<file path="config.mk">
export PLATFORM = sky130hd
export DESIGN_NAME = imu_serial_frame_collector
export DESIGN_NICKNAME = d
export VERILOG_FILES = /design/src/design/imusfc_pkg.sv /design/src/design/imusfc_front.sv /design/src/design/imusfc_queue.sv /design/src/design/imusfc_back.sv /design/src/design/imu_serial_frame_collector.sv
export SDC_FILE = /design/constraint.sdc
export NUM_CORES = 1
export LEC_CHECK = 0
export BUFFER_PORTS_ARGS = -buffer_cell sky130_fd_sc_hd__buf_4
export CORE_UTILIZATION = 45
export CTS_BUF_LIST = sky130_fd_sc_hd__clkbuf_16
export DETAILED_ROUTE_END_ITERATION = 8
export PLACE_DENSITY = 0.72
export SKIP_LAST_GASP = 1
export SLEW_MARGIN = 20
export SYNTH_ARGS = -nofsm -noshare
export SYNTH_HDL_FRONTEND = slang
export SYNTH_SLANG_ARGS = --single-unit
</file>
<file path="constraint.sdc">
create_clock -name clk -period 14.8 [get_ports clk]
set_clock_uncertainty 0.15 [all_clocks]
set_input_delay 2.22 -clock clk [delete_from_list [all_inputs] [get_ports clk]]
set_output_delay 2.22 -clock clk [all_outputs]
set_load 0.05 [all_outputs]
</file>
<file path="src/design/imusfc_pkg.sv">
// imusfc_pkg: shared types and constants of the imu serial frame collector
// used by every module of the design folder; depends on nothing
`timescale 1ns / 1ps

package imusfc_pkg;

    // frame layout
    localparam logic [7:0] HDR_BYTE   = 8'h55;
    localparam logic [3:0] POS_HEADER = 4'd0;
    localparam logic [3:0] POS_KIND   = 4'd1;
    localparam logic [3:0] POS_DATA0  = 4'd2;
    localparam logic [3:0] POS_CHECK  = 4'd10;

    // configuration register indexes
    localparam logic [1:0] CFG_MAX_ATTEMPTS  = 2'd0;
    localparam logic [1:0] CFG_ATTITUDE_TYPE = 2'd1;
    localparam logic [1:0] CFG_PRESSURE_TYPE = 2'd2;

    // configuration reset values
    localparam logic [6:0] MAX_ATTEMPTS_RST  = 7'd101;
    localparam logic [7:0] ATTITUDE_TYPE_RST = 8'h53;
    localparam logic [7:0] PRESSURE_TYPE_RST = 8'h56;

    // received mask bits
    localparam int unsigned MASK_ATT = 0;
    localparam int unsigned MASK_PRS = 1;

    // angle: floor(raw * 180 / 2^15)
    localparam logic signed [24:0] ANGLE_SCALE = 25'sd180;
    localparam int unsigned        ANGLE_SHIFT = 15;

    // temperature: trunc(raw * 5 / 17) + 3625, divide by 17 via reciprocal
    localparam int unsigned        TEMP_SHIFT  = 22;
    localparam logic [17:0]        TEMP_RECIP  = 18'(((64'd1 << TEMP_SHIFT)) / 64'd17);
    localparam logic [17:0]        TEMP_DIV    = 18'd17;
    localparam logic signed [14:0] TEMP_OFFSET = 15'sd3625;

    localparam int unsigned QUEUE_DEPTH = 2;

    // one collected record, raw words as they left the frames
    typedef struct packed {
        logic [3:0][15:0] att_words;
        logic [31:0]      alt_word;
        logic             att_valid;
        logic             prs_valid;
        logic             timed_out;
    } rec_t;

    // queue to back end handshake
    typedef struct packed {
        logic valid;
        rec_t rec;
    } rec_chan_t;

endpackage

</file>
<file path="src/design/imusfc_front.sv">
// imusfc_front: byte parser, checksum, attempt budget and record collection
// depends on imusfc_pkg
`timescale 1ns / 1ps

module imusfc_front
(
    input  logic              clk,
    input  logic              rst_n,
    input  logic              in_fire,
    input  logic [7:0]        rx_byte,
    input  logic              cfg_we,
    input  logic [1:0]        cfg_index,
    input  logic [7:0]        cfg_data,
    output logic              push,
    output imusfc_pkg::rec_t  push_rec
);

    logic [6:0]       max_att_reg;
    logic [7:0]       att_type_reg;
    logic [7:0]       prs_type_reg;

    logic [3:0]       pos_reg, pos_next;
    logic [7:0]       sum_reg, sum_next;
    logic [7:0]       kind_reg, kind_next;
    logic [7:0][7:0]  pay_reg, pay_next;
    logic [6:0]       cnt_reg, cnt_next;
    logic [1:0]       mask_reg, mask_next;
    logic [3:0][15:0] att_reg, att_next;
    logic [31:0]      alt_reg, alt_next;

    logic             attempt;
    logic [6:0]       cnt_inc;
    logic [2:0]       pay_idx;
    logic [3:0]       pos_off;

    assign pos_off = pos_reg - imusfc_pkg::POS_DATA0;
    assign pay_idx = pos_off[2:0];
    assign cnt_inc = cnt_reg + 7'd1;

    always_ff @(posedge clk or negedge rst_n)
    begin
        if (!rst_n)
        begin
            max_att_reg  <= imusfc_pkg::MAX_ATTEMPTS_RST;
            att_type_reg <= imusfc_pkg::ATTITUDE_TYPE_RST;
            prs_type_reg <= imusfc_pkg::PRESSURE_TYPE_RST;
        end
        else if (cfg_we)
        begin
            unique case (cfg_index)
                imusfc_pkg::CFG_MAX_ATTEMPTS:  max_att_reg  <= cfg_data[6:0];
                imusfc_pkg::CFG_ATTITUDE_TYPE: att_type_reg <= cfg_data;
                imusfc_pkg::CFG_PRESSURE_TYPE: prs_type_reg <= cfg_data;
                default: ;
            endcase
        end
    end

    always_ff @(posedge clk or negedge rst_n)
    begin
        if (!rst_n)
        begin
            pos_reg  <= imusfc_pkg::POS_HEADER;
            sum_reg  <= 8'd0;
            cnt_reg  <= 7'd0;
            mask_reg <= 2'd0;
            att_reg  <= '0;
            alt_reg  <= 32'd0;
        end
        else
        begin
            pos_reg  <= pos_next;
            sum_reg  <= sum_next;
            cnt_reg  <= cnt_next;
            mask_reg <= mask_next;
            att_reg  <= att_next;
            alt_reg  <= alt_next;
        end
    end

    // frame kind and data bytes are always written before use
    always_ff @(posedge clk)
    begin
        kind_reg <= kind_next;
        pay_reg  <= pay_next;
    end

    always_comb
    begin
        pos_next  = pos_reg;
        sum_next  = sum_reg;
        kind_next = kind_reg;
        pay_next  = pay_reg;
        cnt_next  = cnt_reg;
        mask_next = mask_reg;
        att_next  = att_reg;
        alt_next  = alt_reg;
        attempt   = 1'b0;
        push      = 1'b0;
        push_rec  = '0;

        if (in_fire)
        begin
            if (pos_reg == imusfc_pkg::POS_HEADER)
            begin
                if (rx_byte == imusfc_pkg::HDR_BYTE)
                begin
                    sum_next = imusfc_pkg::HDR_BYTE;
                    pos_next = imusfc_pkg::POS_KIND;
                end
                else
                begin
                    attempt = 1'b1;
                end
            end
            else if (pos_reg == imusfc_pkg::POS_KIND)
            begin
                kind_next = rx_byte;
                sum_next  = sum_reg + rx_byte;
                pos_next  = imusfc_pkg::POS_DATA0;
            end
            else if (pos_reg < imusfc_pkg::POS_CHECK)
            begin
                pay_next[pay_idx] = rx_byte;
                sum_next          = sum_reg + rx_byte;
                pos_next          = pos_reg + 4'd1;
            end
            else
            begin
                if (sum_reg == rx_byte)
                begin
                    if (kind_reg == att_type_reg)
                    begin
                        att_next[0] = {pay_reg[1], pay_reg[0]};
                        att_next[1] = {pay_reg[3], pay_reg[2]};
                        att_next[2] = {pay_reg[5], pay_reg[4]};
                        att_next[3] = {pay_reg[7], pay_reg[6]};
                        mask_next[imusfc_pkg::MASK_ATT] = 1'b1;
                    end
                    else if (kind_reg == prs_type_reg)
                    begin
                        alt_next = {pay_reg[3], pay_reg[2], pay_reg[1], pay_reg[0]};
                        mask_next[imusfc_pkg::MASK_PRS] = 1'b1;
                    end
                end
                pos_next = imusfc_pkg::POS_HEADER;
                sum_next = 8'd0;
                attempt  = 1'b1;
            end

            if (attempt)
            begin
                cnt_next = cnt_inc;
                if (mask_next == 2'b11)
                begin
                    push               = 1'b1;
                    push_rec.timed_out = 1'b0;
                end
                else if (cnt_inc >= max_att_reg)
                begin
                    push               = 1'b1;
                    push_rec.timed_out = 1'b1;
                end
            end

            push_rec.att_words = att_next;
            push_rec.alt_word  = alt_next;
            push_rec.att_valid = mask_next[imusfc_pkg::MASK_ATT];
            push_rec.prs_valid = mask_next[imusfc_pkg::MASK_PRS];

            if (push)
            begin
                cnt_next  = 7'd0;
                mask_next = 2'd0;
                att_next  = '0;
                alt_next  = 32'd0;
            end
        end
    end

endmodule

</file>
<file path="src/design/imusfc_queue.sv">
// imusfc_queue: short record queue between parser and arithmetic back end
// depends on imusfc_pkg
`timescale 1ns / 1ps

module imusfc_queue
#(
    parameter int unsigned DEPTH = imusfc_pkg::QUEUE_DEPTH
)
(
    input  logic                  clk,
    input  logic                  rst_n,
    input  logic                  push,
    input  imusfc_pkg::rec_t      push_rec,
    output logic                  full,
    output imusfc_pkg::rec_chan_t head,
    input  logic                  pop
);

    localparam int unsigned PW = (DEPTH > 1) ? $clog2(DEPTH) : 1;
    localparam int unsigned CW = $clog2(DEPTH + 1);
    localparam logic [PW-1:0] LAST_PTR = PW'(DEPTH - 1);
    localparam logic [CW-1:0] FULL_CNT = CW'(DEPTH);

    imusfc_pkg::rec_t ent_reg [DEPTH];
    logic [PW-1:0] wr_ptr_reg, wr_ptr_next;
    logic [PW-1:0] rd_ptr_reg, rd_ptr_next;
    logic [CW-1:0] cnt_reg, cnt_next;
    logic          do_push;
    logic          do_pop;

    assign full       = (cnt_reg == FULL_CNT);
    assign head.valid = (cnt_reg != '0);
    assign head.rec   = ent_reg[rd_ptr_reg];
    assign do_push    = push && !full;
    assign do_pop     = pop && head.valid;

    always_comb
    begin
        wr_ptr_next = wr_ptr_reg;
        rd_ptr_next = rd_ptr_reg;
        cnt_next    = cnt_reg;
        if (do_push)
            wr_ptr_next = (wr_ptr_reg == LAST_PTR) ? '0 : wr_ptr_reg + PW'(1);
        if (do_pop)
            rd_ptr_next = (rd_ptr_reg == LAST_PTR) ? '0 : rd_ptr_reg + PW'(1);
        if (do_push && !do_pop)
            cnt_next = cnt_reg + CW'(1);
        else if (do_pop && !do_push)
            cnt_next = cnt_reg - CW'(1);
    end

    always_ff @(posedge clk or negedge rst_n)
    begin
        if (!rst_n)
        begin
            wr_ptr_reg <= '0;
            rd_ptr_reg <= '0;
            cnt_reg    <= '0;
        end
        else
        begin
            wr_ptr_reg <= wr_ptr_next;
            rd_ptr_reg <= rd_ptr_next;
            cnt_reg    <= cnt_next;
        end
    end

    always_ff @(posedge clk)
    begin
        if (do_push)
            ent_reg[wr_ptr_reg] <= push_rec;
    end

endmodule

</file>
<file path="src/design/imusfc_back.sv">
// imusfc_back: two-stage scaling of angles and temperature, output register
// depends on imusfc_pkg
`timescale 1ns / 1ps

module imusfc_back
(
    input  logic                  clk,
    input  logic                  rst_n,
    input  imusfc_pkg::rec_chan_t head,
    output logic                  pop,
    output logic                  out_valid,
    input  logic                  out_ready,
    output logic signed [8:0]     pitch_deg,
    output logic signed [8:0]     roll_deg,
    output logic signed [8:0]     yaw_deg,
    output logic signed [14:0]    temperature_centi,
    output logic signed [31:0]    pressure_altitude,
    output logic                  attitude_valid,
    output logic                  pressure_valid,
    output logic                  timed_out
);

    // stage 1 registers
    logic                    s1_valid_reg;
    logic signed [2:0][24:0] s1_ang_reg;
    logic [35:0]             s1_tprod_reg;
    logic [17:0]             s1_tx_reg;
    logic                    s1_tneg_reg;
    logic [31:0]             s1_alt_reg;
    logic                    s1_attv_reg;
    logic                    s1_prsv_reg;
    logic                    s1_timed_reg;

    logic                    out_valid_reg;
    logic signed [8:0]       pitch_reg, roll_reg, yaw_reg;
    logic signed [14:0]      temp_reg;
    logic [31:0]             alt_reg;
    logic                    attv_reg, prsv_reg, timed_reg;

    logic                    out_free;
    logic                    s1_adv;

    logic signed [2:0][24:0] ang_prod;
    logic [15:0]             traw;
    logic [16:0]             tsx;
    logic [16:0]             tabs;
    logic [17:0]             tx;
    logic [35:0]             tprod;

    logic [13:0]             q0;
    logic [17:0]             rem;
    logic [13:0]             quo;
    logic signed [14:0]      temp_val;

    assign out_free = !out_valid_reg || out_ready;
    assign s1_adv   = !s1_valid_reg || out_free;
    assign pop      = s1_adv;

    // stage 1: the multiplications
    always_comb
    begin
        for (int i = 0; i < 3; i++)
            ang_prod[i] = $signed({{9{head.rec.att_words[i][15]}}, head.rec.att_words[i]})
                          * imusfc_pkg::ANGLE_SCALE;
        traw  = head.rec.att_words[3];
        tsx   = {traw[15], traw};
        tabs  = traw[15] ? 17'(17'd0 - tsx) : tsx;
        tx    = 18'({tabs, 2'b00}) + 18'(tabs);
        tprod = 36'(tx) * 36'(imusfc_pkg::TEMP_RECIP);
    end

    always_ff @(posedge clk or negedge rst_n)
    begin
        if (!rst_n)
            s1_valid_reg <= 1'b0;
        else if (s1_adv)
            s1_valid_reg <= head.valid;
    end

    always_ff @(posedge clk)
    begin
        if (s1_adv)
        begin
            s1_ang_reg   <= ang_prod;
            s1_tprod_reg <= tprod;
            s1_tx_reg    <= tx;
            s1_tneg_reg  <= traw[15];
            s1_alt_reg   <= head.rec.alt_word;
            s1_attv_reg  <= head.rec.att_valid;
            s1_prsv_reg  <= head.rec.prs_valid;
            s1_timed_reg <= head.rec.timed_out;
        end
    end

    // stage 2: reciprocal correction, sign and offset
    always_comb
    begin
        q0       = s1_tprod_reg[imusfc_pkg::TEMP_SHIFT +: 14];
        rem      = s1_tx_reg - 18'({q0, 4'b0000}) - 18'(q0);
        quo      = (rem >= imusfc_pkg::TEMP_DIV) ? q0 + 14'd1 : q0;
        temp_val = s1_tneg_reg ? imusfc_pkg::TEMP_OFFSET - $signed({1'b0, quo})
                               : imusfc_pkg::TEMP_OFFSET + $signed({1'b0, quo});
    end

    always_ff @(posedge clk or negedge rst_n)
    begin
        if (!rst_n)
            out_valid_reg <= 1'b0;
        else if (out_free)
            out_valid_reg <= s1_valid_reg;
    end

    always_ff @(posedge clk)
    begin
        if (out_free)
        begin
            pitch_reg <= s1_attv_reg ? 9'(s1_ang_reg[0] >>> imusfc_pkg::ANGLE_SHIFT) : '0;
            roll_reg  <= s1_attv_reg ? 9'(s1_ang_reg[1] >>> imusfc_pkg::ANGLE_SHIFT) : '0;
            yaw_reg   <= s1_attv_reg ? 9'(s1_ang_reg[2] >>> imusfc_pkg::ANGLE_SHIFT) : '0;
            temp_reg  <= s1_attv_reg ? temp_val : '0;
            alt_reg   <= s1_prsv_reg ? s1_alt_reg : 32'd0;
            attv_reg  <= s1_attv_reg;
            prsv_reg  <= s1_prsv_reg;
            timed_reg <= s1_timed_reg;
        end
    end

    assign out_valid         = out_valid_reg;
    assign pitch_deg         = pitch_reg;
    assign roll_deg          = roll_reg;
    assign yaw_deg           = yaw_reg;
    assign temperature_centi = temp_reg;
    assign pressure_altitude = $signed(alt_reg);
    assign attitude_valid    = attv_reg;
    assign pressure_valid    = prsv_reg;
    assign timed_out         = timed_reg;

endmodule

</file>
<file path="src/design/imu_serial_frame_collector.sv">
// imu_serial_frame_collector: one rx byte per transaction, one record per emission
// a completed record passes through the queue, the scale stage register and the output register
// throughput: one byte per cycle; in_ready drops only while the record queue is full
// reset: async active low; parser waits for a header, collection and queue empty,
// registers return to 101 attempts, attitude type 0x53, pressure type 0x56
`timescale 1ns / 1ps

module imu_serial_frame_collector
#(
    parameter int unsigned QUEUE_DEPTH = imusfc_pkg::QUEUE_DEPTH
)
(
    input  logic               clk,
    input  logic               rst_n,

    // byte input channel
    input  logic               in_valid,
    output logic               in_ready,
    input  logic [7:0]         rx_byte,

    // record output channel
    output logic               out_valid,
    input  logic               out_ready,
    output logic signed [8:0]  pitch_deg,
    output logic signed [8:0]  roll_deg,
    output logic signed [8:0]  yaw_deg,
    output logic signed [14:0] temperature_centi,
    output logic signed [31:0] pressure_altitude,
    output logic               attitude_valid,
    output logic               pressure_valid,
    output logic               timed_out,

    // configuration write port
    input  logic               cfg_we,
    input  logic [1:0]         cfg_index,
    input  logic [7:0]         cfg_data
);

    logic                  in_fire;
    logic                  push;
    imusfc_pkg::rec_t      push_rec;
    logic                  q_full;
    imusfc_pkg::rec_chan_t head;
    logic                  pop;

    // a byte may finish a record on any cycle, so hold off while no slot is free
    assign in_ready = !q_full;
    assign in_fire  = in_valid && in_ready;

    // front: frame parsing, checksum, attempt budget, record snapshot
    imusfc_front u_front
    (
        .clk      (clk),
        .rst_n    (rst_n),
        .in_fire  (in_fire),
        .rx_byte  (rx_byte),
        .cfg_we   (cfg_we),
        .cfg_index(cfg_index),
        .cfg_data (cfg_data),
        .push     (push),
        .push_rec (push_rec)
    );

    // decouples the parser from a stalled output
    imusfc_queue #(
        .DEPTH(QUEUE_DEPTH)
    ) u_queue
    (
        .clk     (clk),
        .rst_n   (rst_n),
        .push    (push),
        .push_rec(push_rec),
        .full    (q_full),
        .head    (head),
        .pop     (pop)
    );

    // back: angle and temperature scaling into the output register
    imusfc_back u_back
    (
        .clk              (clk),
        .rst_n            (rst_n),
        .head             (head),
        .pop              (pop),
        .out_valid        (out_valid),
        .out_ready        (out_ready),
        .pitch_deg        (pitch_deg),
        .roll_deg         (roll_deg),
        .yaw_deg          (yaw_deg),
        .temperature_centi(temperature_centi),
        .pressure_altitude(pressure_altitude),
        .attitude_valid   (attitude_valid),
        .pressure_valid   (pressure_valid),
        .timed_out        (timed_out)
    );

    // a complete record never reports a timeout
    a_no_timeout_when_complete: assert property (
        @(posedge clk) disable iff (!rst_n)
        out_valid |-> !(timed_out && attitude_valid && pressure_valid)
    ) else $error("complete record flagged as timed out");

    // missing attitude frame reads zero
    a_att_zero_when_missing: assert property (
        @(posedge clk) disable iff (!rst_n)
        (out_valid && !attitude_valid) |->
            (pitch_deg == 9'sd0 && roll_deg == 9'sd0 && yaw_deg == 9'sd0
             && temperature_centi == 15'sd0)
    ) else $error("attitude fields nonzero without attitude frame");

    // missing pressure frame reads zero
    a_prs_zero_when_missing: assert property (
        @(posedge clk) disable iff (!rst_n)
        (out_valid && !pressure_valid) |-> (pressure_altitude == 32'sd0)
    ) else $error("altitude nonzero without pressure frame");

    // every record carries both frames or a timeout
    a_record_has_cause: assert property (
        @(posedge clk) disable iff (!rst_n)
        out_valid |-> (timed_out || (attitude_valid && pressure_valid))
    ) else $error("record emitted without cause");

endmodule
</file>
==> impl_table.tex <==
\begin{tabular}{lr}
\hline
Metric & Value \\
\hline
\multicolumn{2}{l}{\textbf{Timing}} \\
\quad Max\_slew headroom & 28.8\% \\
\quad Tightest Pin Transition & 1060 ps \\
\quad RSZ-0062 raised after global routing & false \\
\quad Fin. max-slew vios & 0 \\
\quad Slack of the critical path & 4210 ps \\
\quad Post-route minimum period & 10590 ps \\
\quad Final-layout setup total negative slack & 0 ps \\
\quad Max Fclk & 0.0945 GHz \\
\quad Final-report hold violation count & 0 \\
\quad Number of endpoints failing setup at the final stage & 0 \\
\quad Period Utilization, post-route & 71.5\% \\
\multicolumn{2}{l}{\textbf{Worst hold path}} \\
\quad Hold Path Origin & u\_back.s1\_timed\_reg \\
\quad Min-delay worst type & flip-flop to flip-flop \\
\quad Number of cells on the worst hold path & 0 \\
\quad WHS Endpoint & u\_back.timed\_out \\
\multicolumn{2}{l}{\textbf{Finish}} \\
\quad Final net count & 3596 \\
\quad Synthesis-to-finish area growth & 10.9\% \\
\quad Count of placed standard cells in the final layout, fillers left out & 4145 \\
\quad Number of flip-flops in the largest register & 198 \\
\quad Filler cell count & 6831 \\
\quad Layout cell share with drive strength beyond 1 & 12.1\% \\
\quad Most common cell after layout, fill and taps aside & sky130\_fd\_sc\_hd\_\_edfxtp\_1 \\
\quad Most frequent cells in the layout & sky130\_fd\_sc\_hd\_\_edfxtp\_1, sky130\_fd\_sc\_hd\_\_inv\_1, sky130\_fd\_sc\_hd\_\_ha\_1 \\
\multicolumn{2}{l}{\textbf{Critical path}} \\
\quad Reg-to-Reg End & u\_back.s1\_tprod\_reg[35] \\
\quad Capturing element type of the critical path & flip-flop \\
\quad Depth of the most critical reg-to-reg path & 37 \\
\quad Top fanout value on the critical path & 44 \\
\quad Required time of the critical path & 15030 ps \\
\quad Slowest stage cell, crit path & sky130\_fd\_sc\_hd\_\_buf\_4 \\
\quad Worst Setup Start Kind & flip-flop \\
\quad Reg-to-reg startpoint & u\_queue.rd\_ptr\_reg \\
\quad Arrival time at the worst endpoint & 10820 ps \\
\quad R2r setup slk & 4210 ps \\
\quad Class of the most critical setup path & flip-flop to flip-flop \\
\quad CP peak stage delay & 640 ps \\
\multicolumn{2}{l}{\textbf{Clock tree}} \\
\quad Sink count of the clock tree & 588 \\
\quad CTS max path bufs & 3 \\
\quad Clock latency at the later pin of the worst-skew pair & 640 ps \\
\quad Number of buffers inserted to repair setup after CTS & 0 \\
\quad Maximum level of the CTS H-tree & 2 \\
\quad Total clock buffers created by CTS & 60 \\
\quad Total of cells resized after clock tree synthesis & 0 \\
\quad Hold\_buf cts & 0 \\
\quad TritonCTS clock tree & done \\
\quad Clock root cell & sky130\_fd\_sc\_hd\_\_clkbuf\_16 \\
\quad Clock slew at the register clock pins of the worst setup and hold paths & 60 ps \\
\multicolumn{2}{l}{\textbf{Floorplan}} \\
\quad Overall die area & 81400 µm² \\
\quad DIE WIDTH & 285 µm \\
\quad Number of ports placed on the die boundary & 102 \\
\quad Std cell rows & 103 \\
\quad Initial standard-cell utilization of the core & 45.6\% \\
\quad Area of the core & 79300 µm² \\
\quad Die Span Y & 285 µm \\
\multicolumn{2}{l}{\textbf{Route}} \\
\quad DR iter-0 viols & 1260 \\
\quad Routed wirelength normalized by instance count & 17.6 µm \\
\quad Detailed-route vias per instance & 5.28 \\
\quad Remaining DRCs & 0 \\
\quad Remaining antenna violation count after routing & 0 \\
\quad Overall routed net length & 72800 µm \\
\quad Via count of the routed design & 21.9k \\
\quad Total iterations of the first detailed-routing run & 7 \\
\multicolumn{2}{l}{\textbf{Place}} \\
\quad Dpl cells & 4030 \\
\quad Placement Setup Slack & 4240 ps \\
\quad Half-perimeter wire length after detailed placement & 51500 µm \\
\quad Port bufs & 101 \\
\quad Routability cong. & 0.874 \\
\multicolumn{2}{l}{\textbf{Job}} \\
\quad MaxCap Viol Count & 0 \\
\multicolumn{2}{l}{\textbf{Yosys}} \\
\quad Syn Std Cell Area & 36100 µm² \\
\quad Post-synth net total & 3485 \\
\quad Synth Register Bits & 588 \\
\quad Post-synth ARST share & 24.8\% \\
\quad Most used flip-flop cell after synthesis & sky130\_fd\_sc\_hd\_\_edfxtp\_1 \\
\quad Number of distinct library cells after synthesis & 91 \\
\quad Portion of the post-synthesis area used by sequential elements & 46.9\% \\
\quad Number of enable-type register cells in the synthesized netlist & 442 \\
\quad Cells after Synth & 2931 \\
\quad Average instance area after synthesis & 12.3 µm² \\
\quad Total of warnings raised by yosys & 0 \\
\multicolumn{2}{l}{\textbf{Global routing}} \\
\quad GRT Residual Overflow & 0 \\
\quad Antenna violations before repair & 3 \\
\quad GRT Resource Usage Total & 18.0\% \\
\quad Global-route wire length before repair & 117000 µm \\
\quad Pin count of the biggest net entering global routing & 91 \\
\quad Number of global-route vias before repair & 22.4k \\
\multicolumn{2}{l}{\textbf{Status}} \\
\quad Run status & complete, no violations \\
\hline
\end{tabular}
-- Yosys cell counts (13+ instances only) --
master                     instances  share of area (%)
sky130_fd_sc_hd__edfxtp_1        442                 37
sky130_fd_sc_hd__xor2_1           68                1.6
sky130_fd_sc_hd__a21oi_1          80                1.1
sky130_fd_sc_hd__fa_1            163                9.0
sky130_fd_sc_hd__o21a_1           20               0.42
sky130_fd_sc_hd__clkbuf_1         52               0.54
sky130_fd_sc_hd__nor2b_1          13               0.23
sky130_fd_sc_hd__nand2_1          71               0.74
sky130_fd_sc_hd__nand4_1          15               0.26
sky130_fd_sc_hd__buf_1            15               0.16
sky130_fd_sc_hd__nor3_1           32               0.44
sky130_fd_sc_hd__mux2i_1         132                3.7
sky130_fd_sc_hd__nor2_1          214                2.2
sky130_fd_sc_hd__nand2b_1         13               0.23
sky130_fd_sc_hd__o21ai_0          66               0.91
sky130_fd_sc_hd__a22o_1           97                2.4
sky130_fd_sc_hd__dfrtp_1         134                9.3
sky130_fd_sc_hd__mux2_2           92                2.9
sky130_fd_sc_hd__ha_1            368                 13
sky130_fd_sc_hd__nand3_1          24               0.33
sky130_fd_sc_hd__and2_1           78                1.4
sky130_fd_sc_hd__xnor2_1          85                2.1
sky130_fd_sc_hd__a21o_1           44               0.91
sky130_fd_sc_hd__inv_1           426                4.4
-- worst max path at each step --
| stage | start | end | cells after the start |
|---|---|---|---|
| detailed placement | u_queue.rd_ptr_reg | u_back.s1_tprod_reg[35] | 37 |
| CTS | u_queue.rd_ptr_reg | u_back.s1_tprod_reg[35] | 37 |
| finish | u_queue.rd_ptr_reg | u_back.s1_tprod_reg[35] | 37 |
| global route | u_queue.rd_ptr_reg | u_back.s1_tprod_reg[35] | 37 |
| floorplan | rx_byte[0] | u_queue.ent_reg[0][0] | 8 |
| global placement | u_queue.rd_ptr_reg | u_back.s1_tprod_reg[35] | 37 |
-- per-layer routing --
layer | share of wire (%) | global-route usage (%)
met4 | 1.8 | 4.44
met1 | 46 | 24.4
met3 | 3.8 | 2.41
met2 | 48 | 30.4
met5 | 0 | 0
-- through the flow --
step,instance area (µm²),utilization [%],hold WS [ps]
finish,40100,50.6,317
floorplan,36100,-,250
global route,40100,50.6,324
CTS,40100,50.6,315
detailed placement,38100,48.1,267
global placement,38100,48.1,297
-- final cells by class --
| cell class | instances | area, µm² | area share, % |
|---|---|---|---|
| inverter | 427 | 1600 | 4.00 |
| timing repair buffer | 125 | 942 | 2.35 |
| multi-input combinational | 1840 | 17300 | 43.3 |
| clock inverter | 52 | 372 | 0.927 |
| clock buffer | 62 | 1550 | 3.87 |
| sequential | 588 | 16900 | 42.3 |
| antenna | 1 | 2.50 | 0.00624 |
| tap | 1050 | 1310 | 3.28 |
-- worst max-delay path: cells and delay by family (launching register included) --
kind                       cells  cell delay, ps
xor gates and xnor gates       3             850
and+or+nand+nor                3             270
DFF                            1             520
muxes                          1             170
adders and majority gates     10            4080
AOI/OAI and AO/OA             14            3370
buffers and inverters          6             910
-- cells by family after synthesis --
kind of cell	Yosys count	share of synthesized area, %
AOI/OAI and AO/OA	399	8.05
DFF	588	46.9
muxes	224	6.52
other	1	0.0104
xor gates and xnor gates	163	4.27
and+or+nand+nor	520	7.15
buffers and inverters	503	5.30
adders and majority gates	533	21.8
Power is not shown: default switching activity piles up to over one toggle a cycle in this logic, so the estimate is an artifact.
